[src/rtl/core/grid_min_height_ground_filter_assert.svh]
// assertion macros for the grid minimum-height ground filter
// used by the top level only, no other dependencies
`ifndef GRID_MIN_HEIGHT_GROUND_FILTER_ASSERT_SVH
`define GRID_MIN_HEIGHT_GROUND_FILTER_ASSERT_SVH

// same-cycle implication, disabled during reset
`define GMHGF_ASSERT_IMPL(label, clk, rst, ante, cons) \
   label: assert property (@(posedge clk) disable iff (rst) (ante) |-> (cons)) \
      else $error("assertion failed: same-cycle implication");

// next-cycle implication, disabled during reset
`define GMHGF_ASSERT_NEXT(label, clk, rst, ante, cons) \
   label: assert property (@(posedge clk) disable iff (rst) (ante) |=> (cons)) \
      else $error("assertion failed: next-cycle implication");

`endif

[src/rtl/core/gmhgf_pkg.sv]
// shared types and constants of the grid minimum-height ground filter
// no dependencies
`timescale 1ns / 1ps

package gmhgf_pkg;

   localparam logic [1:0] OP_CLEAR      = 2'd0;
   localparam logic [1:0] OP_ACCUMULATE = 2'd1;
   localparam logic [1:0] OP_FILTER     = 2'd2;

   localparam int CSR_INDEX_W = 2;
   localparam int CSR_DATA_W  = 15;

   localparam logic [CSR_INDEX_W-1:0] CSR_CELL_SHIFT    = 2'd0;
   localparam logic [CSR_INDEX_W-1:0] CSR_GROUND_MARGIN = 2'd1;
   localparam logic [CSR_INDEX_W-1:0] CSR_SKY_MARGIN    = 2'd2;

   localparam logic [3:0]  CELL_SHIFT_RESET    = 4'd7;
   localparam logic [14:0] GROUND_MARGIN_RESET = 15'd26;
   localparam logic [14:0] SKY_MARGIN_RESET    = 15'd768;

   localparam logic signed [15:0] CELL_EMPTY = 16'sh7fff;

   typedef struct packed {
      logic [1:0]          operation;
      logic signed [15:0]  pos_x;
      logic signed [15:0]  pos_y;
      logic signed [15:0]  pos_z;
      logic signed [15:0]  shift_x;
      logic signed [15:0]  shift_y;
      logic signed [15:0]  shift_z;
   } req_payload_type;

   typedef struct packed {
      logic signed [15:0]  kept_x;
      logic signed [15:0]  kept_y;
      logic signed [15:0]  kept_z;
   } rsp_payload_type;

   typedef struct packed {
      logic capture;
      logic bin;
      logic mem_read;
      logic update;
      logic sweep;
   } ctrl_cmd_type;

   typedef struct packed {
      logic req_is_clear;
      logic sweep_last;
      logic update_hold;
   } dp_status_type;

endpackage

[src/rtl/core/gmhgf_ctrl.sv]
// controller state machine: sweep, accept, bin, read, update
// depends on gmhgf_pkg
`timescale 1ns / 1ps

module gmhgf_ctrl
   import gmhgf_pkg::*;
(
   input  logic          clock,
   input  logic          reset,
   input  logic          req_valid,
   output logic          req_stall,
   input  dp_status_type status,
   output ctrl_cmd_type  cmd
);

   typedef enum logic [4:0] {
      ST_SWEEP  = 5'b00001,
      ST_IDLE   = 5'b00010,
      ST_BIN    = 5'b00100,
      ST_READ   = 5'b01000,
      ST_UPDATE = 5'b10000
   } state_type;

   state_type state_ff;
   state_type state_in;

   always_comb begin
      state_in = state_ff;
      cmd      = '0;
      unique case (state_ff)
         ST_SWEEP: begin
            cmd.sweep = 1'b1;
            if (status.sweep_last) begin
               state_in = ST_IDLE;
            end
         end
         ST_IDLE: begin
            cmd.capture = req_valid;
            if (req_valid) begin
               state_in = status.req_is_clear ? ST_SWEEP : ST_BIN;
            end
         end
         ST_BIN: begin
            cmd.bin  = 1'b1;
            state_in = ST_READ;
         end
         ST_READ: begin
            cmd.mem_read = 1'b1;
            state_in     = ST_UPDATE;
         end
         ST_UPDATE: begin
            if (!status.update_hold) begin
               cmd.update = 1'b1;
               state_in   = ST_IDLE;
            end
         end
         default: begin
            state_in = ST_SWEEP;
         end
      endcase
   end

   always_ff @(posedge clock) begin
      if (reset) begin
         state_ff <= ST_SWEEP;
      end else begin
         state_ff <= state_in;
      end
   end

   assign req_stall = (state_ff != ST_IDLE);

endmodule

[config.mk]
export PLATFORM = sky130hd
export DESIGN_NAME = gmhgf_ctrl
export DESIGN_NICKNAME = d
export VERILOG_FILES = /design/src/rtl/core/grid_min_height_ground_filter_assert.svh /design/src/rtl/core/gmhgf_pkg.sv /design/src/rtl/core/gmhgf_ctrl.sv
export SDC_FILE = /design/constraint.sdc
export NUM_CORES = 1
export LEC_CHECK = 0
export ABC_AREA = 1
export BUFFER_PORTS_ARGS = -buffer_cell sky130_fd_sc_hd__buf_2
export CORE_AREA = 2 2 39 41
export DETAILED_ROUTE_END_ITERATION = 8
export DIE_AREA = 0 0 41 43
export GPL_ROUTABILITY_DRIVEN = 0
export PLACE_DENSITY = 0.46
export SYNTH_ARGS = -nofsm -noshare
export SYNTH_HDL_FRONTEND = slang
export SYNTH_SLANG_ARGS = --single-unit
[constraint.sdc]
create_clock -name clock -period 1.5 [get_ports clock]
set_input_delay 0.075 -clock clock [delete_from_list [all_inputs] [get_ports clock]]
set_output_delay 0.075 -clock clock [all_outputs]
set_load 0.05 [all_outputs]
==> impl_metrics.json, run 1 <==
{
  "internal_power_w": 0.000304,
  "grt_pass1_wl_um": 1150,
  "pwr-share-clk": 0.314,
  "antenna_found_initial": 0,
  "synth.avg_cell_area_um2": 6.43,
  "hold_viol": 0,
  "power_density_nw_per_um2": 1170,
  "syn_area_um2": 328,
  "diodes": 0,
  "first_pass_iters": 1,
  "vias": 356,
  "dieHeight_um": 43,
  "reg_top3": "state_ff: 5 flops",
  "placed_area_um2": 405,
  "arrival_ps": 1270,
  "grt_setup_unrepaired": "false",
  "fin_tns_setup_ps": 0,
  "grt_max_degree": 7,
  "worst_slew_pin_slew_ps": 254,
  "clk_path_buf_depth": 2,
  "whs_ps": 42.9,
  "layout_common_cells": "12 x nand2_1, 11 x buf_2, 9 x inv_1",
  "regMostFlops": "state_ff",
  "syn_nets": 57,
  "critPathLaunchType": "register",
  "drive_gt1_frac": 0.358,
  "syn_inst": 51,
  "nFillCells": 149,
  "portBuffers": 11,
  "drv_cap": 0,
  "min_path_type": "primary input to register",
  "required_ps": 1420,
  "grt_pass1_vias": 291,
  "fin_crit_ps": 1340,
  "cts_sinks": 5,
  "largest_reg_flops": 5,
  "swShare": 0.413,
  "rows": 14,
  "htreeDepth": 1,
  "wl_um": 730,
  "start_util": 0.237,
  "p_leak_nw": 0.222,
  "fin_area_um2": 442,
  "path_clk_slew_ps": 50,
  "yosys_warnings": 0,
  "root_buffer": "clkbuf_4",
  "irDropWorstVdd_mv": 0.317,
  "synth_cell_types": 15,
  "io-pin-count": 12,
  "cts-buffers-inserted": 3,
  "cp_max_fo": 6,
  "setup_violations": 0,
  "wl_per_cell_um": 8.80,
  "dieArea_um2": 1760,
  "relSlewSlack": 0.832,
  "overflow": 0,
  "layout.nets": 74,
  "remaining_drc_errors": 0,
  "tritoncts": "yes",
  "power_frac_seq": 0.313,
  "final_common_cell": "nand2_1",
  "final_antenna_net_count": 0,
  "min_period_over_period": 0.896,
  "critPathCaptureType": "primary output",
  "slew_viol_final": 0,
  "power_frac_comb": 0.373,
  "vias_per_cell": 4.29,
  "finalClockSkew_ps": 4.07,
  "grtUsageTotal": 0.103,
  "ys_seq_area_frac": 0.305,
  "dp_hpwl_um": 581,
  "core-area_um2": 1380,
  "clk_latency_ps": 250,
  "ys_ff_latch": 5,
  "power.switching_w": 0.000214,
  "outcome": "finished clean",
  "drt-initial-drc-count": 0,
  "fmax_ghz": 0.744,
  "fp.dieW_um": 41,
  "synthToLayoutAreaGrowth_pct": 34.7,
  "path_class": "register to primary output"
}
[cell usage after synthesis]
library cell | instances | area, µm²
a21oi_1 | 2 | 10.0
a21oi_2 | 1 | 8.76
dfxtp_1 | 5 | 100
inv_1 | 9 | 33.8
inv_2 | 2 | 7.51
nand2_1 | 12 | 45.0
nand2_2 | 1 | 6.26
nand3_1 | 3 | 15.0
nand4_1 | 2 | 12.5
nand4_4 | 1 | 21.3
nor2_1 | 7 | 26.3
nor2_2 | 3 | 18.8
nor2_4 | 1 | 11.3
nor3_1 | 1 | 5.00
nor4_1 | 1 | 6.26
[area by class of cell]
| cell class | count | area [µm²] | share of cell area |
|---|---|---|---|
| flip-flops and latches | 5 | 100 | 0.227 |
| inverters | 11 | 41.3 | 0.0935 |
| clock buffers | 4 | 26.3 | 0.0595 |
| repair buffers | 12 | 65.1 | 0.147 |
| multi-input cells | 35 | 189 | 0.428 |
| well taps | 16 | 20.0 | 0.0453 |
[cells by family (layout without fill, tap and decap cells)]
logic type,after synthesis,count (layout),synth area share
flip-flops,5,5,0.305
AND/OR/NAND/NOR,32,32,0.511
buffers and inverters,11,27,0.126
AO/OA/AOI/OAI,3,3,0.0573
[power groups by stage]
stage / Sequential, W / Combinational [W] / Clock [W]
global placement: 0.000163 / 0.000192 / 0
CTS: 0.000162 / 0.000195 / 0.000167
floorplan: 0.000161 / 0.000154 / 0
global route: 0.000163 / 0.000211 / 0.000178
detailed placement: 0.000164 / 0.000192 / 0
finish: 0.000162 / 0.000193 / 0.000163
[worst max-delay path: stages (launching register included)]
cell and delay, ps:
dfxtp_1 340, nor2_4 200, nand4_4 130, nor2_2 90, buf_2 260
[final timing paths]
| check | depth (start not counted) | slack, ps | startpoint | to |
|---|---|---|---|---|
| worst min-delay path | 2 | 40 | reset | state_ff[4] |
| worst max register to register | 6 | 380 | state_ff[3] | state_ff[0] |
| worst min register to register | 2 | 560 | state_ff[2] | state_ff[3] |
| worst max-delay path | 4 | 160 | state_ff[3] | cmd[4] |
[per-stage QoR]
step | setup WS (ps) | util | power, W | cells
after CTS | 138 | 0.319 | 0.000524 | 83
after global routing | 34.8 | 0.319 | 0.000552 | 83
final | 156 | 0.319 | 0.000518 | 83
after detailed placement | 373 | 0.293 | 0.000356 | 78
after floorplan | 163 | - | 0.000315 | 51
after global placement | 360 | 0.293 | 0.000356 | 78
[timing repair]
action | 4_1_cts | 5_1_grt
hold endpoints to repair | 1 | 0
setup buffers | 0 | 0
hold buffers | 1 | 0
gates resized for setup | 0 | 0
[layer usage]
| layer | up-vias | track usage | part of all wire |
|---|---|---|---|
| li1 | 191 | - | - |
| met1 | 151 | 0.123 | 0.48 |
| met2 | 11 | 0.131 | 0.41 |
| met3 | 3 | 0.0366 | 0.070 |
| met4 | 0 | 0.100 | 0.033 |
| met5 | - | 0 | 0 |
Power figures use the tool's default switching activity.
==> run 2, diff against run 1 <==
PLACE_DENSITY = 0.47   (was 0.46)
clock period = 1.2 ns   (was 1.5 ns; I/O delays follow)
==> run 2 against run 1 <==
The flow now finishes with violations (setup timing). Clock skew up 1.3 ps. Total power up 40%. Flip-flop and latch count unchanged. Critical path depth unchanged.
==> impl_metrics.json, run 2 (same netlist as run 1, synthesis figures left out) <==
{
  "grtUsageTotal": 0.120,
  "power.switching_w": 0.000291,
  "htreeDepth": 1,
  "vias_per_cell": 4.34,
  "fin_area_um2": 544,
  "min_period_over_period": 1.04,
  "vias": 378,
  "slowest_delay_ps": 330,
  "fin_tns_setup_ps": -71.8,
  "cts-buffers-inserted": 3,
  "cp_max_fo": 6,
  "final.setup.worst_slack_ps": -48.2,
  "utilization": 0.393,
  "regMostFlops": "state_ff",
  "fmax_ghz": 0.801,
  "critPathLaunchType": "register",
  "slew_viol_final": 0,
  "pwr-share-clk": 0.277,
  "power_frac_comb": 0.429,
  "root_buffer": "clkbuf_4",
  "largest_reg_flops": 5,
  "remaining_drc_errors": 0,
  "final_common_cell": "nand2_1",
  "outcome": "finished, violations left",
  "grt_max_degree": 7,
  "setup_violations": 3,
  "required_ps": 1140,
  "core-area_um2": 1380,
  "placed_area_um2": 415,
  "drt-initial-drc-count": 5,
  "wl_um": 778,
  "drv_cap": 0,
  "synthToLayoutAreaGrowth_pct": 66.0,
  "layout.nets": 78,
  "power_density_nw_per_um2": 1330,
  "dp_hpwl_um": 594,
  "nFillCells": 150,
  "relSlewSlack": 0.837,
  "dp.cells": 78,
  "dieArea_um2": 1760,
  "clk_path_buf_depth": 2,
  "worst_slew_pin_slew_ps": 246,
  "fin_crit_ps": 1250,
  "min_path_type": "primary input to register",
  "p_leak_nw": 0.248,
  "swShare": 0.401,
  "path_cells": "nor2_4 -> nand4_4 -> nor2_2 -> buf_6",
  "internal_power_w": 0.000434,
  "clk_latency_ps": 250,
  "drive_gt1_frac": 0.549,
  "overflow": 0,
  "power_frac_seq": 0.294,
  "tritoncts": "yes",
  "portBuffers": 11,
  "arrival_ps": 1190,
  "antenna_found_initial": 0,
  "rows": 14,
  "finalClockSkew_ps": 5.40,
  "path_clk_slew_ps": 50,
  "final_cells": 87,
  "irDropWorstVdd_mv": 0.585,
  "critical-path-slowest-cell": "dfxtp_2",
  "dieHeight_um": 43,
  "violations": "setup timing",
  "hold_viol": 0,
  "fp.dieW_um": 41,
  "first_pass_iters": 4,
  "diodes": 0,
  "io-pin-count": 12,
  "reg_top3": "state_ff: 5 flops",
  "grt_setup_unrepaired": "true",
  "grt_pass1_wl_um": 1290,
  "grt_pass1_vias": 338,
  "cts_sinks": 5,
  "critPathCaptureType": "primary output",
  "final_antenna_net_count": 0,
  "wl_per_cell_um": 8.94,
  "path_class": "register to primary output",
  "layout_common_cells": "11 x nand2_1, 8 x inv_1, 6 x nor2_2, 6 x buf_2",
  "start_util": 0.237
}
==> run 2: changes by cell type in the layout (fill, tap and decap cells not counted), sizes merged <==
cell,previous run,this run
buf,11,15
==> run 2: power by group through the flow <==
stage | combinational (W) | sequential (W) | clock [W]
after floorplan | 0.000197 | 0.000202 | 0
after global placement | 0.000244 | 0.000203 | 0
after detailed placement | 0.000244 | 0.000205 | 0
after CTS | 0.000303 | 0.000211 | 0.000207
after global routing | 0.000343 | 0.000215 | 0.000225
final | 0.000311 | 0.000213 | 0.000201
==> run 2: per-layer routing <==
layer / vias up / wire length (µm) / GRT usage
met3: 5 / 39 / 0.0314
met5: - / 0 / 0
met4: 0 / 44 / 0.140
met1: 162 / 371 / 0.145
li1: 198 / - / -
met2: 13 / 323 / 0.147
==> run 2: final cells by class <==
class                   instances  area (µm²)  area share
inverters                      11        41.3      0.0759
multi-input cells              35         221       0.407
flip-flops and latches          5         105       0.193
well taps                      16        20.0      0.0368
clock buffers                   4        26.3      0.0483
repair buffers                 16         130       0.239
==> run 2: path summary, 6_finish.rpt <==
| kind | from | end | slack (ps) | cells past startpoint |
|---|---|---|---|---|
| min reg2reg | state_ff[3] | state_ff[3] | 570 | 3 |
| max reg2reg | state_ff[3] | state_ff[0] | 20 | 7 |
| min | reset | state_ff[2] | 30 | 2 |
| max | state_ff[3] | cmd[4] | -50 | 4 |
==> run 2: worst max-delay path, delay by kind of cell, from the launching register on <==
kind	cells	cell delay, ps
simple gates	3	440
buf+inv	1	160
flops	1	330
==> run 2: timing repair <==
item                                    4_1_cts  5_1_grt
setup buffers                                 4        0
resized for setup                            16        6
hold endpoints to repair                      1        0
hold buffers                                  1        0
pin swaps                                     6        5
endpoints found under the setup margin        6        7
==> run 2: metrics by stage <==
step           hold slack (ps)  setup WS [ps]  total power, W
3_3_place_gp               247           85.3        0.000448
6_report                  25.3          -48.2        0.000725
5_1_grt                   29.1           -109        0.000782
2_1_floorplan              129           -107        0.000399
3_5_place_dp               243           55.4        0.000449
4_1_cts                   22.5          -75.3        0.000722
==> run 3, diff against run 2 <==
PLACE_DENSITY = 0.43   (was 0.47)
==> run 3 against run 2 <==
The flow still finishes with violations (setup timing). Critical path depth stayed put. Highest routed layer unchanged. Total power is 0.13% higher. Via count is 4.5% lower. Largest power group unchanged. Clock-buffer cell count stayed put. Critical path type unchanged. Clock skew is 4.2 ps lower. Register-to-register slack better by 30 ps. First-iteration DRC count is 20% lower. Routed wire length is 5.4% lower.
==> impl_metrics.json, run 3 (same netlist as run 1, synthesis figures left out) <==
{
  "outcome": "finished, violations left",
  "violations": "setup timing",
  "grt_pass1_wl_um": 1120,
  "cp_max_fo": 5,
  "finalClockSkew_ps": 1.22,
  "antenna_found_initial": 0,
  "layout.nets": 78,
  "clk_latency_ps": 230,
  "path_class": "register to primary output",
  "whs_ps": 38.1,
  "power_frac_seq": 0.293,
  "min_period_over_period": 1.01,
  "cts_sinks": 5,
  "p_total_w": 0.000726,
  "required_ps": 1140,
  "power_frac_comb": 0.450,
  "core-area_um2": 1380,
  "vias": 361,
  "path_clk_slew_ps": 40,
  "drv_cap": 0,
  "cts-buffers-inserted": 3,
  "path_buf_inv": 1,
  "slowest_delay_ps": 330,
  "synthToLayoutAreaGrowth_pct": 64.1,
  "final.setup.worst_slack_ps": -13.5,
  "portBuffers": 11,
  "grt_max_degree": 7,
  "final_antenna_net_count": 0,
  "rows": 14,
  "critical-path-slowest-cell": "dfxtp_2",
  "regMostFlops": "state_ff",
  "path_cells": "nor2_4 -> nand4_4 -> nor2_2 -> buf_6",
  "reg_top3": "state_ff: 5 flops",
  "setup_violations": 3,
  "pwr-share-clk": 0.257,
  "fin_crit_ps": 1210,
  "internal_power_w": 0.000444,
  "swShare": 0.388,
  "first_pass_iters": 2,
  "dp_hpwl_um": 582,
  "drive_gt1_frac": 0.521,
  "utilization": 0.389,
  "relSlewSlack": 0.837,
  "power.switching_w": 0.000281,
  "grt_setup_unrepaired": "true",
  "wl_um": 736,
  "final_common_cell": "nand2_1",
  "worst_slew_pin_slew_ps": 246,
  "tritoncts": "yes",
  "dieHeight_um": 43,
  "slew_viol_final": 0,
  "diodes": 0,
  "root_buffer": "clkbuf_4",
  "clk_path_buf_depth": 2,
  "overflow": 0,
  "fp.dieW_um": 41,
  "drt-initial-drc-count": 4,
  "grtUsageTotal": 0.0964,
  "irDropWorstVdd_mv": 0.712,
  "htreeDepth": 1,
  "crit_family": "simple AND/OR/NAND/NOR gates",
  "critPathCaptureType": "primary output",
  "power_density_nw_per_um2": 1350,
  "io-pin-count": 12,
  "vias_per_cell": 4.15,
  "fmax_ghz": 0.824,
  "p_leak_nw": 0.249,
  "hold_viol": 0,
  "min_path_type": "primary input to register",
  "largest_reg_flops": 5,
  "grt_pass1_vias": 302,
  "remaining_drc_errors": 0,
  "start_util": 0.237,
  "dieArea_um2": 1760,
  "wl_per_cell_um": 8.46,
  "nFillCells": 159,
  "critPathLaunchType": "register",
  "layout_common_cells": "12 x nand2_1, 7 x inv_1, 6 x buf_2",
  "arrival_ps": 1150
}
-- run 3: cell counts in the layout (fill, tap and decap cells not counted) --
Identical to the previous run, type by type.
-- run 3: path summary, 6_finish.rpt --
kind / from / endpoint / slack (ps) / cells after the start
min reg2reg: state_ff[2] / state_ff[3] / 550 / 2
min: reset / state_ff[2] / 40 / 2
max: state_ff[2] / cmd[4] / -10 / 4
max reg2reg: state_ff[2] / state_ff[1] / 50 / 6
-- run 3: worst register-to-register path: cells and delay by family (launching register included) --
family	cells	cell delay, ps
and+or+nand+nor	3	370
buffers and inverters	2	320
AOI/OAI and AO/OA	1	30
DFF	1	330
-- run 3: cell type report --
class,instances,area (µm²),area share
clock buffers,4,26.3,0.0488
inverters,11,41.3,0.0767
multi-input cells,35,216,0.402
flip-flops and latches,5,104,0.193
well taps,16,20.0,0.0372
repair buffers,16,130,0.242
-- run 3: layer usage --
metal / global-route usage / routed length (µm) / up-vias
li1: - / - / 200
met1: 0.135 / 343 / 149
met2: 0.122 / 347 / 10
met3: 0.0314 / 36 / 2
met4: 0.0600 / 8 / 0
met5: 0 / 0 / -
-- run 3: stage by stage --
step / TNS [ps] / instance area [µm²] / setup slack [ps] / cells
6_report: -33.4 / 538 / -13.5 / 87
5_1_grt: -311 / 538 / -95.5 / 87
2_1_floorplan: -107 / 340 / -107 / 51
3_3_place_gp: 0 / 415 / 66.6 / 78
3_5_place_dp: 0 / 415 / 62.4 / 78
4_1_cts: -73.2 / 500 / -40.2 / 85
-- run 3: timing repair --
item	in CTS	in global routing
resized for setup	12	8
endpoints found under the setup margin	6	7
pin swaps	1	2
hold endpoints to repair	1	0
hold buffers	1	0
gates cloned	0	0
buffers inserted	2	2
-- run 3: power by group through the flow --
stage | combinational (W) | clock [W] | sequential (W)
floorplan | 0.000197 | 0 | 0.000202
global placement | 0.000245 | 0 | 0.000204
detailed placement | 0.000245 | 0 | 0.000204
CTS | 0.000284 | 0.000197 | 0.000203
global route | 0.000358 | 0.000207 | 0.000214
finish | 0.000326 | 0.000187 | 0.000213
